$ cat src/hw/rtl/wps_pkg.sv
package wps_pkg;

   localparam int MAX_WAYPOINTS = 16;
   localparam int CNT_W  = $clog2(MAX_WAYPOINTS + 1);
   localparam int ADDR_W = (MAX_WAYPOINTS > 1) ? $clog2(MAX_WAYPOINTS) : 1;

   localparam int COORD_W   = 32;
   localparam int DIFF_W    = 33;
   localparam int CFG_W     = 31;
   localparam int HEAD_W    = 18;
   localparam int LEFT_W    = 5;
   localparam int ROOT_W    = 32;
   localparam int RAD_W     = 64;
   localparam int QUO_W     = 32;

   localparam int SQRT_STEPS = RAD_W / 2;
   localparam int DIV_STEPS  = RAD_W;

   localparam logic [CFG_W-1:0] STEP_LENGTH_RESET = 31'd3277;
   localparam logic [CFG_W-1:0] MIN_TURN_RESET    = 31'd66;
   localparam logic [16:0]      ONE_Q16           = 17'd65536;

   localparam int CSR_IDX_W = 1;
   localparam logic [CSR_IDX_W-1:0] CSR_STEP_LENGTH = 1'b0;
   localparam logic [CSR_IDX_W-1:0] CSR_MIN_TURN    = 1'b1;

   localparam logic [1:0] REQ_TICK = 2'd0;
   localparam logic [1:0] REQ_PUSH = 2'd1;
   localparam logic [1:0] REQ_SET  = 2'd2;

   // saturate a 34-bit signed sum to the 32-bit range
   function automatic logic signed [COORD_W-1:0] sat34(input logic signed [33:0] v);
      logic signed [COORD_W-1:0] r;
      if (v > 34'sh0_7FFF_FFFF) begin
         r = 32'sh7FFF_FFFF;
      end else if (v < -34'sh0_8000_0000) begin
         r = 32'sh8000_0000;
      end else begin
         r = v[COORD_W-1:0];
      end
      return r;
   endfunction

   // clamp a heading quotient to one and apply the sign
   function automatic logic signed [HEAD_W-1:0] clamp_heading(input logic [QUO_W-1:0] q,
                                                               input logic neg);
      logic [HEAD_W-1:0] m;
      m = (q > QUO_W'(ONE_Q16)) ? HEAD_W'(ONE_Q16) : q[HEAD_W-1:0];
      return neg ? -m : m;
   endfunction

endpackage

$ cat src/hw/rtl/wps_div.sv
module wps_div (
   input  logic                        clock,
   input  logic                        reset,
   input  logic                        start,
   input  logic [wps_pkg::RAD_W-1:0]   dividend,
   input  logic [wps_pkg::DIFF_W-1:0]  divisor,
   output logic                        done,
   output logic [wps_pkg::QUO_W-1:0]   quotient
);
   import wps_pkg::*;

   localparam int CW = $clog2(DIV_STEPS);

   logic          run_ff, done_ff;
   logic [CW-1:0] cnt_ff;
   logic [RAD_W-1:0]  num_ff;
   logic [DIFF_W-1:0] den_ff;
   logic [DIFF_W-1:0] rem_ff;
   logic [QUO_W-1:0]  quo_ff;
   logic [DIFF_W:0]   rem_sh, diff;
   logic              ge;

   // restoring, one quotient bit per step
   assign rem_sh = {rem_ff, num_ff[RAD_W-1]};
   assign diff   = rem_sh - {1'b0, den_ff};
   assign ge     = rem_sh >= {1'b0, den_ff};

   always_ff @(posedge clock) begin
      if (reset) begin
         run_ff  <= 1'b0;
         done_ff <= 1'b0;
         cnt_ff  <= '0;
      end else begin
         done_ff <= 1'b0;
         if (start) begin
            run_ff <= 1'b1;
            cnt_ff <= '0;
         end else if (run_ff) begin
            cnt_ff <= cnt_ff + 1'b1;
            if (cnt_ff == CW'(DIV_STEPS - 1)) begin
               run_ff  <= 1'b0;
               done_ff <= 1'b1;
            end
         end
      end
   end

   always_ff @(posedge clock) begin
      if (start) begin
         num_ff <= dividend;
         den_ff <= divisor;
         rem_ff <= '0;
         quo_ff <= '0;
      end else if (run_ff) begin
         num_ff <= {num_ff[RAD_W-2:0], 1'b0};
         rem_ff <= ge ? diff[DIFF_W-1:0] : rem_sh[DIFF_W-1:0];
         quo_ff <= {quo_ff[QUO_W-2:0], ge};
      end
   end

   assign done     = done_ff;
   assign quotient = quo_ff;
endmodule

$ cat config.mk
export PLATFORM = sky130hd
export DESIGN_NAME = wps_div
export DESIGN_NICKNAME = d
export VERILOG_FILES = /design/src/hw/rtl/wps_pkg.sv /design/src/hw/rtl/wps_div.sv
export SDC_FILE = /design/constraint.sdc
export NUM_CORES = 1
export LEC_CHECK = 0
export BUFFER_PORTS_ARGS = -buffer_cell sky130_fd_sc_hd__buf_2
export CAP_MARGIN = 20
export CORE_ASPECT_RATIO = 2
export CORE_UTILIZATION = 50
export CTS_BUF_LIST = sky130_fd_sc_hd__clkbuf_16
export DETAILED_ROUTE_END_ITERATION = 7
export PLACE_DENSITY = 0.75
export SKIP_LAST_GASP = 1
export SYNTH_ARGS = -nofsm -noshare
export SYNTH_HDL_FRONTEND = slang
export SYNTH_SLANG_ARGS = --single-unit
$ cat constraint.sdc
create_clock -name clock -period 7.52 [get_ports clock]
set_input_delay 1.128 -clock clock [delete_from_list [all_inputs] [get_ports clock]]
set_output_delay 1.128 -clock clock [all_outputs]
set_load 0.03 [all_outputs]
==> results of run 1 <==
Yosys cell counts (6+ instances only):
cell	count	area [um^2]
nand2_1	41	153.9
buf_1	7	26.28
nand3_1	8	40.04
o21bai_1	6	45.04
nand4_1	7	43.79
and3_1	7	43.79
nor2b_1	6	37.54
a211oi_1	18	135.1
o21ai_0	28	140.1
inv_1	43	161.4
ha_1	34	425.4
dfxtp_1	73	1461
a311oi_1	7	61.31
xnor2_1	17	148.9
mux2i_1	47	470.5
edfxtp_1	97	2913
o21a_1	7	52.55
nor3_1	11	55.05
clkbuf_1	25	93.84
mux2_2	63	709.4
a21o_1	12	90.09
nor2_1	83	311.6
a21oi_1	35	175.2
xor2_1	12	105.1
a32oi_1	7	61.31
routing by layer:
metal / share of wire [%] / vias up / track usage (%)
met3: 3.4 / 67 / 4.663
met4: 5.5 / 0 / 14.86
li1: - / 3098 / -
met5: 0 / - / 0
met2: 56 / 172 / 43.08
met1: 35 / 3007 / 23.33
power by group:
part / leakage, nW / switching (mW) / total, mW / internal (mW)
registers: 1.56 / 0.0250 / 1.08 / 1.06
logic: 2.32 / 0.182 / 0.325 / 0.144
clock network: 0.294 / 0.395 / 0.925 / 0.531
worst paths after layout:
| kind | cells after the start | startpoint | to |
|---|---|---|---|
| max | 12 | num_ff[63] | rem_ff[23] |
| min | 2 | rem_ff[2] | rem_ff[2] |
| max reg2reg | 12 | num_ff[63] | rem_ff[23] |
| min reg2reg | 2 | rem_ff[2] | rem_ff[2] |
through the flow:
| stage | setup slack (ns) | cell area (um^2) | power, mW |
|---|---|---|---|
| floorplan | 3.963 | 8610 | 1.330 |
| global placement | 4.045 | 9394 | 1.416 |
| detailed placement | 3.933 | 9394 | 1.423 |
| CTS | 3.903 | 10010 | 2.350 |
| global route | 3.626 | 10010 | 2.422 |
| finish | 3.892 | 10010 | 2.332 |
worst register-to-register path: cells and delay by family (launching register included):
| family | cells | cell delay, ns |
|---|---|---|
| buf+inv | 2 | 0.13 |
| simple gates | 3 | 0.98 |
| flops | 1 | 0.39 |
| fa+ha+maj | 2 | 0.56 |
| compound gates | 5 | 1.47 |
flip-flops by register name (all words and copies together) (netlist names):
name	cells
done	1
quotient	32
rem_ff	33
num_ff	64
run_ff	1
den_ff	33
cnt_ff	6
layout make-up:
cell class,instances,area share [%]
antenna,1,0.02500
clock buffer,17,4.250
clock inverter,15,1.875
inverter,43,1.613
multi-input combinational,527,38.87
sequential,170,43.74
tap,207,2.587
timing repair buffer,137,7.038
cell families after synthesis:
logic type      synth area share (%)
buf+inv                        3.996
fa+ha+maj                      5.174
mux                            13.70
xor+xnor                       2.950
flops                          50.81
simple gates                   10.68
compound gates                 12.69
==> flow_summary.yaml, run 1 <==
worst_setup_path:
  critPathCaptureType: "flop"
  critical_path.top_delay_family: "compound AO/OA/AOI/OAI gates"
  crit_slowest_cell: "nand2_1"
  worstPathArrival_ns: 3.98
  crit_path_max_incr_delay_ns: 0.62
  r2r_setup_slack_ns: 3.89
  worstSetupStartpointType: "flop"
  critPathBufInv: 2
  critical_path_required_ns: 7.87
  critical_path_peak_fanout: 17
  crit_path_cell_chain: "inv_1 > ha_1 > inv_1 > fa_1 > a21oi_1 > o221ai_1 > a32o_1 > o21ai_0 > nand4_2 > nand2_1 > nand2_1 > a311oi_2"
  timing.setup.critical_path_class: "flop to flop"
final_layout:
  layout.cells.most_common_list: "buf_2 (131), edfxtp_1 (97), nor2_1 (83)"
  areaGrowthSynthToFinish_pct: 16.26
  finalNetCount: 1031
  regArea_um2: 4378
  postLayoutCoreUtil_pct: 59.70
  post_route_cells_drive_above_1_share_pct: 26.95
  instances_no_fill: 1117
  multiInputGateArea_um2: 3891
  mostFrequentLayoutCell: "buf_2"
  fillerInstances: 1442
grt:
  grt_first_pass_wirelength_um: 31930
  grt_pass1_vias: 6633
  grt_remaining_overflow: 0
  grt.total_usage_pct: 23.58
  antenna_found_initial: 1
  grt_max_degree: 77
timing:
  rsz0062_at_grt: "no"
  worstMarginPinSlew_ns: 1.021
  report.final.slew_viol_count: 0
  finalHoldViolCount: 0
  finalWorstPathRequiredPeriod_ns: 3.628
  finalSetupViolCount: 0
  timing.clock.skew_ns: 0.008441
  timing.slew.headroom_pct: 31.91
  fmaxAchievable_ghz: 0.2756
  timing.hold.ws_ns: 0.4924
  finalSetupTns_ns: 0
  period_share_pct: 48.25
synthesis:
  post_synth_edffs: 97
  mappedNetlistArea_um2: 8610
  async_flop_share_pct: 0
  synth_flop_cell: "edfxtp_1"
  synth.ff_latch_count: 170
  syn_nets: 914
  synth.yosys.seq_area_share_pct: 50.81
  synth_warnings: 0
  postSynthAreaPerCell_um2: 11.05
  syn-instance-count: 779
  ys_types: 65
place:
  dpl.cell_count: 1084
  numPortBuffers: 132
  place.gp.congestion: 0.9045
  half_perimeter_wire_length_of_the_detailed_placement_result_um: 13980
drt:
  drt-wirelength-per-cell_um: 17.71
  drt-initial-drc-count: 340
  drt_wl_total_um: 19780
  drt_pre_antenna_iters: 5
  average_vias_per_placed_instance: 5.679
  drcViolationCount: 0
  detailroute.via_count: 6344
  antenna_left: 0
cts:
  cts_sinks: 170
  cts_htree_levels: 4
  cts_max_path_buffers: 2
  post-cts-setup-buffer-count: 0
  cts-resized-gates: 0
  clock_insertion_delay_worst_skew_ns: 0.43
  cts_made_buffers: 17
  tritoncts: "done"
  holdBufCountCts: 0
  clk_root_buffer_cell: "clkbuf_16"
  path_clk_slew_ns: 0.07
power_and_ir_drop:
  power_density_nw_per_um2: 233.0
  vdd_ir_drop_max_v: 0.0002268
  power.static_leakage_nw: 4.174
floorplanning:
  die-height_um: 187.6
  die_area_um2: 17780
  rows: 67
  floorplan.die.width_um: 94.79
  floorplan.initialDensity_pct: 51.35
  core_um2: 16770
  boundaryPins: 133
run:
  maxCapViolCount: 0
outcome:
  status: "complete, no violations"
min_path:
  min-delay-path-class: "flop to flop"
No activity file was read; power rests on OpenSTA's default activity.
==> inputs of run 2 (changes only) <==
- ABC_AREA: not set -> 1
- PLACE_DENSITY: 0.75 -> 0.74
- clock period: 7.52 -> 3.44 ns (I/O delays scaled with it)
==> run 2 against run 1 <==
  * Final area grew 6.7%
  * Via count grew 28%
  * Hold slack lost 0.24 ns
  * Die area grew 7.4%
  * Final cell count grew 42%
==> flow_summary.yaml, run 2 <==
worst_setup_path:
  worstSetupStartpointType: "flop"
  critical_path_required_ns: 3.77
  worstPathArrival_ns: 3.21
  timing.setup.critical_path_class: "flop to flop"
  critPathCaptureType: "flop"
  critical_path_peak_fanout: 30
final_layout:
  layout.cells.most_common_list: "nand2_1 (474), inv_1 (202), buf_2 (131)"
  areaGrowthSynthToFinish_pct: 15.38
  largest_registers: "num_ff: 64 flops, den_ff: 33 flops, rem_ff: 33 flops"
  instances_no_fill: 1585
  post_route_cells_drive_above_1_share_pct: 14.18
  postLayoutCoreUtil_pct: 58.62
  fillerInstances: 1719
  largest_register_ff_count: 64
  mostFrequentLayoutCell: "nand2_1"
  largest-register: "num_ff"
  finalNetCount: 1490
grt:
  grt_remaining_overflow: 0
  grt_first_pass_wirelength_um: 37870
  grt.total_usage_pct: 25.71
  grt_max_degree: 86
  antenna_found_initial: 1
  grt_pass1_vias: 7988
place:
  place.gp.congestion: 0.9785
  numPortBuffers: 132
  half_perimeter_wire_length_of_the_detailed_placement_result_um: 17880
  detailedPlace.worstSlack_ns: 0.5960
  dpl.cell_count: 1552
timing:
  timing.slew.headroom_pct: 26.65
  fmaxAchievable_ghz: 0.3466
  report.final.slew_viol_count: 0
  finalSetupTns_ns: 0
  finalWorstPathRequiredPeriod_ns: 2.885
  finalHoldViolCount: 0
  finalSetupViolCount: 0
  worstMarginPinSlew_ns: 1.096
  rsz0062_at_grt: "no"
  timing.hold.ws_ns: 0.2560
  period_share_pct: 83.87
  timing.clock.skew_ns: 0.01035
  fin_ws_ns: 0.5548
floorplanning:
  die_area_um2: 19090
  die-height_um: 194.4
  rows: 70
  boundaryPins: 133
  core_um2: 18220
  floorplan.die.width_um: 98.21
  floorplan.initialDensity_pct: 50.80
synthesis:
  synth.ff_latch_count: 170
  synth_top_cells_by_area: "edfxtp_1 (31%), nand2_1 (19%), dfxtp_1 (16%)"
  synth_flop_cell: "edfxtp_1"
  async_flop_share_pct: 0
  netlist.top_cell.by_area: "edfxtp_1"
  netlist_top_cells_count: "nand2_1 (474), inv_1 (201), edfxtp_1 (97)"
  synth.yosys.seq_area_share_pct: 47.26
  post_synth_edffs: 97
  yosys.cell_count.top_type: "nand2_1"
  ys_types: 38
  postSynthAreaPerCell_um2: 7.488
  syn_nets: 1371
  mappedNetlistArea_um2: 9255
  syn-instance-count: 1236
  synth_warnings: 0
  synthDominantCellAreaShare_pct: 31.47
cts:
  clock_insertion_delay_worst_skew_ns: 0.43
  cts_sinks: 170
  cts-resized-gates: 0
  tritoncts: "done"
  cts_made_buffers: 17
  holdBufCountCts: 0
  post-cts-setup-buffer-count: 0
  cts_max_path_buffers: 2
  clk_root_buffer_cell: "clkbuf_16"
  path_clk_slew_ns: 0.07
  cts_htree_levels: 4
drt:
  average_vias_per_placed_instance: 5.122
  drt_pre_antenna_iters: 7
  drt_wl_total_um: 23620
  drcViolationCount: 0
  antenna_left: 0
  detailroute.via_count: 8119
  drt-initial-drc-count: 447
  drt-wirelength-per-cell_um: 14.90
power_and_ir_drop:
  combinationalPowerShare_pct: 9.6
  vdd_ir_drop_max_v: 0.0003189
  pwr-share-clk_pct: 40.7
  power.static_leakage_nw: 5.560
  power.switching_fraction_pct: 24.74
  seqPwrFrac_pct: 49.7
  power.switching_mw: 1.153
  internal_dissipation_mw: 3.506
  power_density_nw_per_um2: 436.2
run:
  maxCapViolCount: 0
min_path:
  min-delay-path-class: "input port to flop"
outcome:
  status: "complete, no violations"
[run 2: cell count changes after synthesis, moves of 16 or more]
| cell | change |
|---|---|
| a211oi_1 | -18 |
| inv_1 | +158 |
| mux2_2 | -63 |
| mux2i_1 | -47 |
| nand2_1 | +433 |
| nand3_1 | +86 |
| nand4_1 | +20 |
| nor2_1 | -23 |
| o22ai_1 | +26 |
| xnor2_1 | -16 |
[run 2: cell type report]
cell class,instances,area (um^2),share of cell area (%)
flip-flops and latches,170,4374,40.96
multi-input cells,823,3933,36.82
inverters,204,767.0,7.182
repair buffers,139,753.2,7.053
clock buffers,17,425.4,3.984
well taps,216,270.3,2.531
clock inverters,15,153.9,1.441
diodes,1,2.502,0.02343
[run 2: logic make-up after synthesis]
| group | after synthesis | synth area share [%] |
|---|---|---|
| simple gates | 696 | 31.53 |
| buf+inv | 243 | 10.25 |
| flops | 170 | 47.26 |
| compound gates | 77 | 4.732 |
| fa+ha+maj | 35 | 4.813 |
| xor+xnor | 15 | 1.420 |
[run 2: critical path: stages (launching register included)]
cell,delay (ns)
dfxtp_1,0.35
inv_1,0.36
nor2_1,0.97
inv_1,0.72
o21ai_0,0.37
[run 2: layer usage]
layer	global-route usage, %	share of wire [%]
met5	0	0
met4	18.30	6.2
met2	48.04	55
met3	4.567	3.6
met1	24.82	35
[run 2: worst paths after layout]
path	start	end	slack [ns]	cells after the start
max	run_ff	quotient[31]	0.55	4
min	divisor[20]	den_ff[20]	0.26	1
max reg2reg	run_ff	quotient[31]	0.55	4
min reg2reg	rem_ff[28]	rem_ff[28]	0.47	2
[run 2: through the flow]
| stage | power, mW | instance area, um^2 |
|---|---|---|
| final | 4.658 | 10680 |
| after global routing | 4.829 | 10680 |
| after floorplan | 2.641 | 9255 |
| after detailed placement | 2.806 | 10100 |
| after CTS | 4.701 | 10680 |
| after global placement | 2.799 | 10100 |
[run 2: power by group through the flow]
stage	clock, mW	combinational [mW]	sequential (mW)
after floorplan	0	0.283	2.36
after global placement	0	0.442	2.36
after detailed placement	0	0.445	2.36
after CTS	1.94	0.447	2.32
after global routing	2.00	0.503	2.33
final	1.90	0.445	2.32
==> inputs of run 3 (changes only) <==
- clock period: 3.44 -> 2.9 ns (I/O delays scaled with it)
==> run 3 against run 2 <==
  * The run now ends with design-rule violations left
  * First-iteration DRC count decreased by 12%
  * Final area grew 2.0%
  * Highest routed layer unchanged
  * Clock power is 25% higher
  * Non-clock buffer count up 22
  * Combinational power is 26% higher
  * Count of clock-buffer cells in the layout unchanged
  * Largest power group unchanged
  * Critical path type unchanged
  * Critical path depth grew 8
  * Sequential cell count unchanged
==> flow_summary.yaml, run 3 (same netlist as run 2, synthesis figures left out) <==
outcome:
  status: "complete, but fails checks"
  failed_checks: "design-rule violations"
drt:
  drt_pre_antenna_iters: 8
  drt-wirelength-per-cell_um: 15.52
  detailroute.via_count: 8300
  drt_wl_total_um: 24940
  drcViolationCount: 3
  average_vias_per_placed_instance: 5.165
  drt-initial-drc-count: 395
  antenna_left: 0
cts:
  holdBufCountCts: 0
  tritoncts: "done"
  cts_max_path_buffers: 2
  cts_sinks: 170
  cts_htree_levels: 4
  path_clk_slew_ns: 0.07
  clk_root_buffer_cell: "clkbuf_16"
  cts_made_buffers: 17
  clock_insertion_delay_worst_skew_ns: 0.43
worst_setup_path:
  r2r.worst_path.cells: 12
  worstSetupStartpointType: "flop"
  worstPathArrival_ns: 2.98
  critical_path.startpoint: "den_ff[27]"
  worst_r2r_startpoint: "den_ff[27]"
  r2r_endpoint: "rem_ff[20]"
  critical_path_peak_fanout: 43
  critPathCaptureType: "flop"
  endpoint: "rem_ff[20]"
  timing.setup.critical_path_class: "flop to flop"
  critical_path_required_ns: 3.28
  r2r_setup_slack_ns: 0.29
timing:
  fin_ws_ns: 0.2949
  report.final.slew_viol_count: 0
  rsz0062_at_grt: "no"
  timing.slew.headroom_pct: 42.24
  finalSetupViolCount: 0
  period_share_pct: 89.83
  finalHoldViolCount: 0
  fmaxAchievable_ghz: 0.3839
  finalWorstPathRequiredPeriod_ns: 2.605
  timing.clock.skew_ns: 0.01383
  worstMarginPinSlew_ns: 0.8654
power_and_ir_drop:
  power.static_leakage_nw: 5.683
  power_density_nw_per_um2: 521.8
  vdd_ir_drop_max_v: 0.0004692
  post-layout-total-power_mw: 5.683
floorplanning:
  rows: 70
  die-height_um: 194.4
  core_um2: 18220
  die_area_um2: 19090
  boundaryPins: 133
  floorplan.die.width_um: 98.21
  floorplan.initialDensity_pct: 50.80
place:
  half_perimeter_wire_length_of_the_detailed_placement_result_um: 18730
  detailedPlace.worstSlack_ns: -0.1467
  place.gp.congestion: 1.060
  numPortBuffers: 132
final_layout:
  post_route_cells_drive_above_1_share_pct: 15.74
  largest-register: "num_ff"
  regArea_um2: 4374
  areaGrowthSynthToFinish_pct: 17.67
  finalNetCount: 1513
  largest_registers: "num_ff: 64 flops, den_ff: 33 flops, rem_ff: 33 flops"
  mostFrequentLayoutCell: "nand2_1"
  fillerInstances: 1753
  multiInputGateArea_um2: 3948
  layout.cells.most_common_list: "nand2_1 (474), inv_1 (199), buf_2 (131)"
  largest_register_ff_count: 64
  insertedDiodeCount: 0
grt:
  grt.total_usage_pct: 27.07
  grt_max_degree: 79
  antenna_found_initial: 0
  grt_pass1_vias: 8231
  grt_first_pass_wirelength_um: 39480
  grt_remaining_overflow: 0
min_path:
  hold_start: "divisor[18]"
  min-delay-path-class: "input port to flop"
run:
  maxCapViolCount: 0
-- run 3: through the flow --
stage / hold WS [ns] / utilization [%] / instance area (um^2) / cells / setup TNS (ns)
2_1_floorplan: 0.4261 / - / 9256 / 1236 / 0
3_3_place_gp: 0.4372 / 56.25 / 10250 / 1572 / -0.9380
3_5_place_dp: 0.4432 / 56.25 / 10250 / 1572 / -0.8645
4_1_cts: 0.1520 / 59.65 / 10870 / 1605 / 0
5_1_grt: 0.1548 / 59.78 / 10890 / 1607 / 0
6_report: 0.1725 / 59.78 / 10890 / 1607 / 0
-- run 3: final cells by class --
class                      count  share of cell area, %
clock inverter                15                  1.723
clock buffer                  17                  3.906
inverter                     204                  7.043
timing repair buffer         161                  8.433
multi-input combinational    824                  36.25
sequential                   170                  40.17
tap                          216                  2.482
-- run 3: worst min path at each step --
| stage | end | slack [ns] | cells past startpoint |
|---|---|---|---|
| 2_1_floorplan | rem_ff[32] | 0.43 | 2 |
| 3_3_place_gp | quotient[31] | 0.44 | 2 |
| 3_5_place_dp | quotient[31] | 0.44 | 2 |
| 4_1_cts | den_ff[27] | 0.15 | 1 |
| 5_1_grt | den_ff[2] | 0.15 | 1 |
| 6_report | den_ff[18] | 0.17 | 1 |
-- run 3: critical path, stage by stage, from the launching register on --
cell      delay, ns
edfxtp_1       0.32
inv_1          0.05
ha_1           0.38
inv_1          0.08
o21ai_0        0.38
a21oi_1        0.19
nor2_1         0.36
nor2_4         0.12
nand2_8        0.26
nand3_1        0.15
nand3_1        0.10
nand2_1        0.05
inv_1          0.08
-- run 3: power breakdown --
part	internal (mW)	total [mW]	leakage [nW]	switching [mW]
combinational	0.197	0.559	3.82	0.362
clock	1.37	2.37	0.292	1.00
sequential	2.71	2.75	1.57	0.0406
-- run 3: routing by layer --
layer | vias up | wire [um] | track usage [%] | share of wire [%]
met2 | 247 | 13590 | 50.76 | 54
li1 | 4192 | - | - | -
met4 | 0 | 1943 | 20.90 | 7.8
met1 | 3761 | 8566 | 25.65 | 34
met3 | 100 | 842 | 4.279 | 3.4
met5 | - | 0 | 0 | 0
-- run 3: repair_timing --
item / 4_1_cts / 5_1_grt
setup endpoints to repair: 21 / 26
buffers inserted: 0 / 2
resized for setup: 0 / 1
pin swaps: 1 / 1
hold endpoints to repair: 0 / 0
cloned: 1 / 0
