File: src/hw/rtl/wps_pkg.sv
package wps_pkg;

   localparam int MAX_WAYPOINTS = 16;
   localparam int CNT_W  = $clog2(MAX_WAYPOINTS + 1);
   localparam int ADDR_W = (MAX_WAYPOINTS > 1) ? $clog2(MAX_WAYPOINTS) : 1;

   localparam int COORD_W   = 32;
   localparam int DIFF_W    = 33;
   localparam int CFG_W     = 31;
   localparam int HEAD_W    = 18;
   localparam int LEFT_W    = 5;
   localparam int ROOT_W    = 32;
   localparam int RAD_W     = 64;
   localparam int QUO_W     = 32;

   localparam int SQRT_STEPS = RAD_W / 2;
   localparam int DIV_STEPS  = RAD_W;

   localparam logic [CFG_W-1:0] STEP_LENGTH_RESET = 31'd3277;
   localparam logic [CFG_W-1:0] MIN_TURN_RESET    = 31'd66;
   localparam logic [16:0]      ONE_Q16           = 17'd65536;

   localparam int CSR_IDX_W = 1;
   localparam logic [CSR_IDX_W-1:0] CSR_STEP_LENGTH = 1'b0;
   localparam logic [CSR_IDX_W-1:0] CSR_MIN_TURN    = 1'b1;

   localparam logic [1:0] REQ_TICK = 2'd0;
   localparam logic [1:0] REQ_PUSH = 2'd1;
   localparam logic [1:0] REQ_SET  = 2'd2;

   // saturate a 34-bit signed sum to the 32-bit range
   function automatic logic signed [COORD_W-1:0] sat34(input logic signed [33:0] v);
      logic signed [COORD_W-1:0] r;
      if (v > 34'sh0_7FFF_FFFF) begin
         r = 32'sh7FFF_FFFF;
      end else if (v < -34'sh0_8000_0000) begin
         r = 32'sh8000_0000;
      end else begin
         r = v[COORD_W-1:0];
      end
      return r;
   endfunction

   // clamp a heading quotient to one and apply the sign
   function automatic logic signed [HEAD_W-1:0] clamp_heading(input logic [QUO_W-1:0] q,
                                                               input logic neg);
      logic [HEAD_W-1:0] m;
      m = (q > QUO_W'(ONE_Q16)) ? HEAD_W'(ONE_Q16) : q[HEAD_W-1:0];
      return neg ? -m : m;
   endfunction

endpackage

File: src/hw/rtl/wps_isqrt.sv
module wps_isqrt (
   input  logic                        clock,
   input  logic                        reset,
   input  logic                        start,
   input  logic [wps_pkg::RAD_W-1:0]   radicand,
   output logic                        done,
   output logic [wps_pkg::ROOT_W-1:0]  root
);
   import wps_pkg::*;

   localparam int CW = $clog2(SQRT_STEPS);
   localparam int RW = ROOT_W + 3;

   logic          run_ff, done_ff;
   logic [CW-1:0] cnt_ff;
   logic [RAD_W-1:0]  num_ff;
   logic [RW-1:0]     rem_ff;
   logic [ROOT_W-1:0] root_ff;
   logic [RW-1:0]     rem_sh, trial;
   logic              ge;

   // two radicand bits per step
   assign rem_sh = {rem_ff[RW-3:0], num_ff[RAD_W-1 -: 2]};
   assign trial  = {1'b0, root_ff, 2'b01};
   assign ge     = rem_sh >= trial;

   always_ff @(posedge clock) begin
      if (reset) begin
         run_ff  <= 1'b0;
         done_ff <= 1'b0;
         cnt_ff  <= '0;
      end else begin
         done_ff <= 1'b0;
         if (start) begin
            run_ff <= 1'b1;
            cnt_ff <= '0;
         end else if (run_ff) begin
            cnt_ff <= cnt_ff + 1'b1;
            if (cnt_ff == CW'(SQRT_STEPS - 1)) begin
               run_ff  <= 1'b0;
               done_ff <= 1'b1;
            end
         end
      end
   end

   always_ff @(posedge clock) begin
      if (start) begin
         num_ff  <= radicand;
         rem_ff  <= '0;
         root_ff <= '0;
      end else if (run_ff) begin
         num_ff  <= {num_ff[RAD_W-3:0], 2'b00};
         rem_ff  <= ge ? (rem_sh - trial) : rem_sh;
         root_ff <= {root_ff[ROOT_W-2:0], ge};
      end
   end

   assign done = done_ff;
   assign root = root_ff;
endmodule

File: config.mk
export PLATFORM = sky130hd
export DESIGN_NAME = wps_isqrt
export DESIGN_NICKNAME = d
export VERILOG_FILES = /design/src/hw/rtl/wps_pkg.sv /design/src/hw/rtl/wps_isqrt.sv
export SDC_FILE = /design/constraint.sdc
export NUM_CORES = 1
export LEC_CHECK = 0
export BUFFER_PORTS_ARGS = -buffer_cell sky130_fd_sc_hd__buf_2
export CAP_MARGIN = 5
export CORE_MARGIN = 2
export CORE_UTILIZATION = 41
export CTS_CLUSTER_SIZE = 40
export DETAILED_ROUTE_END_ITERATION = 16
export GPL_TIMING_DRIVEN = 0
export REMOVE_ABC_BUFFERS = 1
export SLEW_MARGIN = 10
export SYNTH_ARGS = -nofsm -noshare
export SYNTH_HDL_FRONTEND = slang
export SYNTH_SLANG_ARGS = --single-unit
File: constraint.sdc
create_clock -name clock -period 7.01 [get_ports clock]
set_input_delay 0.701 -clock clock [delete_from_list [all_inputs] [get_ports clock]]
set_output_delay 0.701 -clock clock [all_outputs]
set_load 0.1 [all_outputs]
==> results of run 1 <==
-- routing by layer --
layer / GRT usage / vias to the layer above / part of all wire
li1: - / 2906 / -
met1: 0.232 / 2624 / 0.49
met2: 0.254 / 112 / 0.43
met3: 0.0645 / 23 / 0.067
met4: 0.0484 / 0 / 0.015
met5: 0 / - / 0
-- how the worst min path moves through the flow --
stage | from | to | cells after the start
2_1_floorplan | rem_ff[31] | rem_ff[31] | 1
4_1_cts | reset | run_ff | 2
5_1_grt | reset | run_ff | 2
3_3_place_gp | rem_ff[7] | rem_ff[7] | 2
6_report | reset | run_ff | 2
3_5_place_dp | rem_ff[31] | rem_ff[31] | 1
-- cell type report --
cell class	instances	area (um2)
timing repair buffer	102	569
clock inverter	13	191
sequential	136	3370
fill	1751	9570
inverter	43	164
tap	234	293
clock buffer	19	433
antenna	1	2.50
multi-input combinational	536	3990
-- through the flow --
| stage | util | TNS [ns] |
|---|---|---|
| 4_1_cts | 0.485 | 0 |
| 2_1_floorplan | - | 0 |
| 3_3_place_gp | 0.446 | -4.75 |
| 3_5_place_dp | 0.451 | 0 |
| 6_report | 0.485 | 0 |
| 5_1_grt | 0.485 | 0 |
-- cells by family (layout without fill, tap and decap cells) --
kind of cell               Yosys count  in the layout  synth area share
AOI/OAI and AO/OA                  147            147             0.140
buffers and inverters               84            177            0.0496
DFF                                136            136             0.435
xor gates and xnor gates            29             29            0.0329
other                                0              1                 0
adders and majority gates           36             36            0.0583
and+or+nand+nor                    209            209             0.124
muxes                              115            115             0.160
-- flip-flops by register name, summed over array words and instances (netlist names) --
signal  flops
cnt_ff      5
done        1
num_ff     64
rem_ff     33
root       32
run_ff      1
-- synthesized netlist by cell type (all sizes together) (4+ instances only) --
cell / number
xnor2: 14
nor3: 9
nand2: 57
a211oi: 21
ha: 36
edfxtp: 64
nor2: 90
inv: 43
xor2: 15
clkbuf: 24
a21oi: 38
a31oi: 4
mux2: 63
nand3: 11
a311oi: 7
nand4: 7
nand2b: 6
buf: 17
and2: 7
dfxtp: 72
a2111oi: 4
o31ai: 9
a21o: 8
o311ai: 4
mux2i: 52
o21ai: 28
and3: 4
-- report_power, final --
part	internal [W]	total, W	switching, W	leakage (nW)
Clock	0.000600	0.000962	0.000361	0.303
Combinational	0.000906	0.00214	0.00124	2.16
Sequential	0.000947	0.00101	0.0000682	1.23
==> results.md, run 1 <==
* Setup clock skew after layout at roughly 0.0065 ns
* Type of the worst min-delay path: primary input to flop
* Post-CTS Repair Setup Buffers at 0
* RSZ-0062 raised after global routing: false
* Portion of the post-synthesis area used by sequential elements at 0.435
* Total stage count of the critical path at 10
* Routability-driven placement congestion ratio at 0.829
* Data arrival at the endpoint of the critical path at 3.66 ns
* Critical path start-end classification: flop to flop
* R2R setup slack at roughly 3.7 ns
* Inserted Clock Buffers at 17
* Endpoint kind of the worst setup timing path: flop
* Synthesis warning total at 0
* Sum of buffers and inverters on the critical path at 1
* Die H at ~140 um
* Detailed-placement wirelength estimate at 11200 um
* Smallest hold slack at 0.440 ns
* Capture point of the worst reg-to-reg path: rem_ff[1]
* FF+latch count, synth at 136
* Summed instance area of the synthesized netlist at 7730 um2
* Maximum number of buffers from clock root to sink at 2
* Syn Inst Count at 756
* Routed via count at between 5k and 6k
* Count of instances resized after the clock tree is built at 0
* Maximum cell stage delay along the critical path at 0.71 ns
* Proportion of register bits with asynchronous set or reset after synthesis at 0
* Maximum fanout along the worst path at 20
* Wire length of the first global-routing pass at between 20000 and 30000 um
* Wire per inst at 14.9 um
* Dominant cells by area after synthesis: edfxtp_1 25%, dfxtp_1 19%, mux2_2 9.0%
* Critical Path RT at 7.35 ns
* Total power of the final layout at 0.00412 W
* Area enclosed by the die boundary at about 20000 um2
* Maximum capacitance violations at 0
* H-tree levels at 4
* Net count, final at 939
* Unique masters post-synth at 75
* Rows at 50
* Final design instance area without fill at 9010 um2
* Number of failing hold endpoints at the final stage at 0
* Most common cell after layout, fill and taps aside: buf_2
* Peak Freq at 0.301 GHz
* Master cell of the clock root buffer: clkbuf_16
* Fin. max-slew vios at 0
* Share of the cycle needed by the critical path after routing at 0.473
* Via count of the first global-routing pass at 5629
* Worst path setup slack after routing at 3.69 ns
* Sort of element at the start of the critical path: flop
* Count of placed standard cells including taps at 1051
* Post-synthesis average cell area at 10.2 um2
* Worst setup endpoint: rem_ff[1]
* Top cell by count, worst path: a211oi_2
* Layout cells sized above 1 at 0.264
* DR DRC count at 0
* Highest ir drop seen on vdd at 0.000325 V
* Area growth syn-to-layout at 16.6%
* TritonRoute pass-1 iters at 4
* Worst-path cell chain: inv_1 -> ha_1 -> a211oi_2 -> o21ai_2 -> a31oi_1 -> a211oi_2 -> o21ai_1 -> a21o_1 -> mux2_4 -> a211oi_2
* I/O pin total at 100
* Transition at the pin with the smallest max-transition slack at about 0.8 ns
* Outcome: finished clean
* Clock period minus final worst setup slack at 3.32 ns
* Family with the most delay on the worst path: compound AO/OA/AOI/OAI gates
* Power Density at between 400 and 500 nW/um2
* Critical Path Source: root[6]
* Commonest cells after routing, fill and taps aside: 98 x buf_2, 88 x nor2_1, 71 x dfxtp_1
* Routed via count divided by cell count at 5.23
* Core Area at 18600 um2
* CTS tree: yes
* Starting density of the core at 0.416
* R2R cell count at 10
* Overflow left after global routing at 0
* Reg clk slew, reported paths at 0.06 ns
* Placed cell areas at 8380 um2
* Pin count of the biggest net entering global routing at 81
* Number of hold-repair buffers added at the cts stage at 0
* Clk Latency, worst-skew pair at 0.42 ns
* Final Instance Count excl. Fillers at 1084
* Die Span X at 141 um
* Number of sinks handled by clock tree synthesis at 136
* Library cell occupying the most area in the post-synthesis netlist: edfxtp_1
* Slew headroom at 0.454
* Routed WL at 16200 um
* Static Leak at between 3 and 4 nW
* Share of the synthesized area in the top cell type at 0.249
* Antenna violations before repair at 2
* Global router's overall resource usage at 0.170
* Critical-path cell with the highest stage delay: a21o_1
* First-iteration detailed-routing DRC count at 300
* Input/output buffers at 99
* Top FF cell, synth: dfxtp_1
* Final count of negative-setup-slack endpoints at 0
* Launching point of the worst reg2reg path: root[6]
* Remaining antenna violation count at 0
* Setup WS pre-CTS at 3.65 ns
* Number of synthesized flops with an enable pin at 64
Power figures use the tool's default switching activity.
==> run 2, diff against run 1 <==
--- a/config.mk
+++ b/config.mk
@@ -5,6 +5,7 @@
 export SDC_FILE = /design/constraint.sdc
 export NUM_CORES = 1
 export LEC_CHECK = 0
+export ABC_AREA = 1
 export BUFFER_PORTS_ARGS = -buffer_cell sky130_fd_sc_hd__buf_2
 export CAP_MARGIN = 5
 export CORE_MARGIN = 2
==> constraint.sdc (replaced) <==
create_clock -name clock -period 2.9 [get_ports clock]
set_input_delay 0.29 -clock clock [delete_from_list [all_inputs] [get_ports clock]]
set_output_delay 0.29 -clock clock [all_outputs]
set_load 0.1 [all_outputs]
==> results.md, run 2 <==
* Commonest cells after routing, fill and taps aside: 552 x nand2_1, 157 x inv_1, 98 x buf_2
* Core Area at 19400 um2
* Starting density of the core at 0.417
* DR DRC count at 0
* Critical path start-end classification: flop to flop
* Slew headroom at 0.224
* TritonRoute pass-1 iters at 5
* Critical-path cell with the highest stage delay: ha_1
* Total power of the final layout at 0.00998 W
* Top FF cell, synth: dfxtp_1
* Register ranked first by flip-flop count: num_ff
* Wire length of the first global-routing pass at 34500 um
* FF+latch count, synth at 136
* R2R cell count at 16
* Remaining antenna violation count at 0
* Unique masters post-synth at 41
* Syn Inst Count at 1172
* Share of the cycle needed by the critical path after routing at 0.915
* Die H at about 140 um
* Routability-driven placement congestion ratio at between 0.9 and 1
* Detailed-placement wirelength estimate at 15100 um
* Clk Latency, worst-skew pair at roughly 0.43 ns
* Hold Crit Start: reset
* Worst hold path stage count at 2
* Sum of buffers and inverters on the critical path at 2
* Input/output buffers at 99
* Peak Freq at approximately 0.38 GHz
* Fin. max-slew vios at 0
* First-iteration detailed-routing DRC count at 384
* Sort of element at the start of the critical path: flop
* Summed instance area of the synthesized netlist at 8090 um2
* Outcome: finished clean
* Maximum cell stage delay along the critical path at slightly below 0.4 ns
* Top cell by count, worst path: nand2_1
* Terminating pin of the worst hold path: done
* Number of failing hold endpoints at the final stage at 0
* Via count of the first global-routing pass at ~7.0k
* Power Density at 1050 nW/um2
* Global router's overall resource usage at 0.213
* RSZ-0062 raised after global routing: false
* Leading cell types by count after synthesis: 553 x nand2_1, 158 x inv_1, 74 x nand3_1
* Worst-path cell chain: inv_1 -> ha_1 -> nand2_1 -> inv_1 -> nand2_1 -> nand2_1 -> nand2_1 -> nand2_1 -> nand2_1 -> nand2_1 -> nor2_8 -> nand2_8 -> nand2_2 -> nand2_1 -> nand2_1 -> nand2_1
* Endpoint kind of the worst setup timing path: flop
* Pin count of the biggest net entering global routing at 69
* I/O pin total at 100
* Layout cells sized above 1 at 0.124
* Net count, final at 1368
* Most common cell after layout, fill and taps aside: nand2_1
* Maximum capacitance violations at 0
* Area growth syn-to-layout at 17.3%
* Max FFs per register at between 60 and 70
* Die Span X at about 140 um
* Capture point of the worst reg-to-reg path: rem_ff[30]
* Overflow left after global routing at 0
* Launching point of the worst reg2reg path: root[20]
* Maximum fanout along the worst path at 35
* Library cell occupying the most area in the post-synthesis netlist: nand2_1
* Routed WL at 21100 um
* Antenna violations before repair at 0
* Post-synthesis average cell area at a little under 7 um2
* Rows at 51
* R2R setup slack at 0.25 ns
* Routed via count divided by cell count at around 4.7
* Proportion of register bits with asynchronous set or reset after synthesis at 0
* CTS tree: yes
* Type of the worst min-delay path: primary input to flop
* Utilization after layout at 0.489
* Maximum number of buffers from clock root to sink at 2
* Most frequent cell after synthesis: nand2_1
* Reg clk slew, reported paths at around 0.060 ns
* Master cell of the clock root buffer: clkbuf_16
* Setup clock skew after layout at slightly below 0.008 ns
* Routed via count at roughly 7.2k
* Number of sinks handled by clock tree synthesis at 136
* Portion of the post-synthesis area used by sequential elements at 0.416
* Highest ir drop seen on vdd at 0.000491 V
* Clock period minus final worst setup slack at 2.65 ns
* Ant. Diodes at 0
* Data arrival at the endpoint of the critical path at 2.98 ns
* Family with the most delay on the worst path: simple AND/OR/NAND/NOR gates
* Number of fillers in the final layout at 2021
* Share of the synthesized area in the top cell type at 0.256
* Dominant cells by area after synthesis: nand2_1 26%, edfxtp_1 24%, dfxtp_1 18%
* Number of hold-repair buffers added at the cts stage at 0
* Wire per inst at 13.7 um
* Final count of negative-setup-slack endpoints at 0
* Synthesis warning total at 0
* Critical Path RT at 3.23 ns
* Static Leak at 5.02 nW
* Transition at the pin with the smallest max-transition slack at ~1.2 ns
* Inserted Clock Buffers at 17
* Number of synthesized flops with an enable pin at 64
* H-tree levels at 4
* Area enclosed by the die boundary at 20900 um2
run 2: repair_timing:
item	4_1_cts	5_1_grt
setup endpoints to repair	6	6
pin swaps	1	1
resized for setup	1	1
setup buffers	0	4
gates cloned	1	0
run 2: kinds of logic after synthesis:
logic type,after synthesis,synth area share
XOR/XNOR,16,0.0173
AO/OA/AOI/OAI,65,0.0475
adder cells (fa/ha/maj),36,0.0556
flip-flops,136,0.416
buffers and inverters,193,0.0938
AND/OR/NAND/NOR,726,0.370
run 2: per-stage QoR:
stage	cells	setup WS [ns]	hold slack, ns	setup TNS, ns	area, um2
global placement	1503	-3.95	0.451	-394.63	8760
floorplan	1139	-0.697	0.366	-65.39	7940
global route	1543	0.0261	0.0576	0	9500
detailed placement	1506	-0.0512	0.452	-0.277	8850
finish	1543	0.247	0.0463	0	9500
CTS	1539	0.0782	0.0341	0	9450
run 2: worst max-delay path by stage:
stage	start	slack, ns	depth (start not counted)	endpoint
floorplan	run_ff	-0.70	2	num_ff[0]
global placement	start	-3.95	3	num_ff[0]
detailed placement	root[20]	-0.05	14	root[0]
CTS	root[20]	0.08	16	rem_ff[29]
global route	root[20]	0.03	12	rem_ff[28]
finish	root[20]	0.25	16	rem_ff[30]
run 2: area by class of cell:
cell class | instances | area, um2 | share of cell area
clock buffers | 18 | 429 | 0.0452
clock inverters | 14 | 164 | 0.0173
inverters | 160 | 603 | 0.0635
multi-input cells | 844 | 4010 | 0.422
flip-flops and latches | 136 | 3360 | 0.354
well taps | 265 | 332 | 0.0349
repair buffers | 106 | 596 | 0.0627
run 2: power by group:
group,internal (W),total (W),switching (W)
combinational,0.00173,0.00540,0.00367
clock,0.00129,0.00222,0.000931
sequential,0.00225,0.00236,0.000113
total,0.00527,0.00998,0.00471
run 2: layer usage:
metal | GRT usage | share of wire | vias up
li1 | - | - | 3860
met1 | 0.277 | 0.47 | 3199
met2 | 0.347 | 0.45 | 157
met3 | 0.0526 | 0.054 | 21
met4 | 0.0705 | 0.018 | 0
met5 | 0 | 0 | -
==> run 3, diff against run 2 <==
==> constraint.sdc (replaced) <==
create_clock -name clock -period 3.12 [get_ports clock]
set_input_delay 0.312 -clock clock [delete_from_list [all_inputs] [get_ports clock]]
set_output_delay 0.312 -clock clock [all_outputs]
set_load 0.1 [all_outputs]
==> results.md, run 3 (synthesis gave the netlist of run 2 again) <==
* Number of failing hold endpoints at the final stage at 0
* First-iteration detailed-routing DRC count at 420
* Hold Crit Start: reset
* Inserted Clock Buffers at 17
* Critical Path Source: root[20]
* Routed via count divided by cell count at 4.68
* Starting density of the core at 0.417
* Die H at 145 um
* Static Leak at roughly 5 nW
* Data arrival at the endpoint of the critical path at 3.13 ns
* Pin count of the biggest net entering global routing at 69
* Smallest hold slack at 0.0684 ns
* RSZ-0062 raised after global routing: false
* Maximum number of buffers from clock root to sink at 2
* Core Area at 19400 um2
* Number of hold-repair buffers added at the cts stage at 0
* Total power of the final layout at 0.00918 W
* Rows at 51
* Overflow left after global routing at 0
* Most crowded layer after global routing: met2
* Critical path start-end classification: flop to flop
* Antenna violations before repair at 0
* Input/output buffers at 99
* Wire per inst at 13.7 um
* Peak Freq at 0.356 GHz
* Number of fillers in the final layout at 2028
* Launching point of the worst reg2reg path: root[20]
* Area growth syn-to-layout at 16.8%
* Utilization after layout at 0.487
* Power Density at a little under 1000 nW/um2
* H-tree levels at 4
* Met1 capacity usage during global routing at 0.276
* Routability-driven placement congestion ratio at approximately 0.96
* Routed via count at 7202
* TritonRoute pass-1 iters at 4
* DR DRC count at 0
* Maximum fanout along the worst path at 35
* Worst-path cell chain: inv_1 -> ha_1 -> nand2_1 -> inv_1 -> nand2_1 -> nand2_1 -> nand2_1 -> nand2_1 -> nand2_1 -> nand2_1 -> nor2_8 -> nand2_8 -> nand2_2 -> nand2_1 -> nand2_1 -> nand2_1
* Slew headroom at 0.225
* Net count, final at 1364
* Die Span X at 145 um
* Final count of negative-setup-slack endpoints at 0
* Type of the worst min-delay path: primary input to flop
* Met3 Resource Use GR at 0.0497
* Layout cells sized above 1 at 0.122
* Number of sinks handled by clock tree synthesis at 136
* Sort of element at the start of the critical path: flop
* Setup clock skew after layout at 0.00735 ns
* Global router's overall resource usage at 0.210
* Detailed-placement wirelength estimate at 15100 um
* Highest ir drop seen on vdd at between 0.0004 and 0.0005 V
* Share of the cycle needed by the critical path after routing at 0.899
* Reg clk slew, reported paths at around 0.06 ns
* Maximum capacitance violations at 0
* Transition at the pin with the smallest max-transition slack at 1.16 ns
* Fin. max-slew vios at 0
* Master cell of the clock root buffer: clkbuf_16
* Top cell by count, worst path: nand2_1
* Clock period minus final worst setup slack at 2.81 ns
* I/O pin total at 100
* Routed WL at 21100 um
* Most common cell after layout, fill and taps aside: nand2_1
* Area enclosed by the die boundary at 20900 um2
* Clk Latency, worst-skew pair at about 0.43 ns
* Critical Path RT at 3.45 ns
* Critical-path cell with the highest stage delay: ha_1
* Wire length of the first global-routing pass at ~34000 um
* Remaining antenna violation count at 0
* Global routing met2 resource utilization at 0.345
* Max FFs per register at 64
* CTS tree: yes
* Register ranked first by flip-flop count: num_ff
* Endpoint kind of the worst setup timing path: flop
* Via count of the first global-routing pass at around 7k
* Outcome: finished clean
* Maximum cell stage delay along the critical path at between 0.3 and 0.4 ns
* Ant. Diodes at 0
* Commonest cells after routing, fill and taps aside: 552 x nand2_1, 157 x inv_1, 98 x buf_2
==> run 3: changes by cell type in the layout (fill, tap and decap cells not counted) <==
cell	change
nand2_4	+1
buf_4	-4
nand2_8	-1
==> run 3: path summary, 6_finish.rpt <==
check,endpoint,slack [ns],cells after the start
min reg2reg,rem_ff[31],0.46,2
max,rem_ff[30],0.31,16
min,done,0.07,2
max reg2reg,rem_ff[30],0.31,16
==> run 3: critical path: cells and delay by family, from the launching register on <==
kind	cells	cell delay [ns]
AND/OR/NAND/NOR	13	1.82
flip-flops	1	0.34
buffers and inverters	2	0.13
adder cells (fa/ha/maj)	1	0.39
==> run 3: area by class of cell <==
class | count | area [um2] | share of cell area
multi-input combinational | 844 | 4000 | 0.423
sequential | 136 | 3360 | 0.356
inverter | 160 | 603 | 0.0638
timing repair buffer | 102 | 566 | 0.0598
clock buffer | 18 | 429 | 0.0454
tap | 265 | 332 | 0.0351
clock inverter | 14 | 164 | 0.0173
==> run 3: metal layers <==
layer | up-vias | part of all wire
met5 | - | 0
met4 | 0 | 0.014
met3 | 19 | 0.055
li1 | 3850 | -
met1 | 3180 | 0.47
met2 | 153 | 0.46
==> run 3: stage by stage <==
step                      TNS [ns]  instance area, um2  std cells  worst slack [ns]
after floorplan             -44.10                7940       1139            -0.477
after global placement     -368.69                8760       1503             -3.75
after detailed placement         0                8850       1506             0.169
after CTS                        0                9440       1538             0.145
after global routing             0                9460       1539            0.0831
final                            0                9460       1539             0.315
==> run 3: what timing repair did <==
action / CTS / global route
resized for setup: 0 / 1
buffers inserted: 0 / 0
setup endpoints to repair: 0 / 6
==> run 3: where the power goes <==
part | leakage [nW] | switching, W | internal [W]
Combinational | 3.48 | 0.00338 | 0.00155
Sequential | 1.24 | 0.000105 | 0.00209
Clock | 0.281 | 0.000865 | 0.00120
Total | 5.00 | 0.00435 | 0.00483
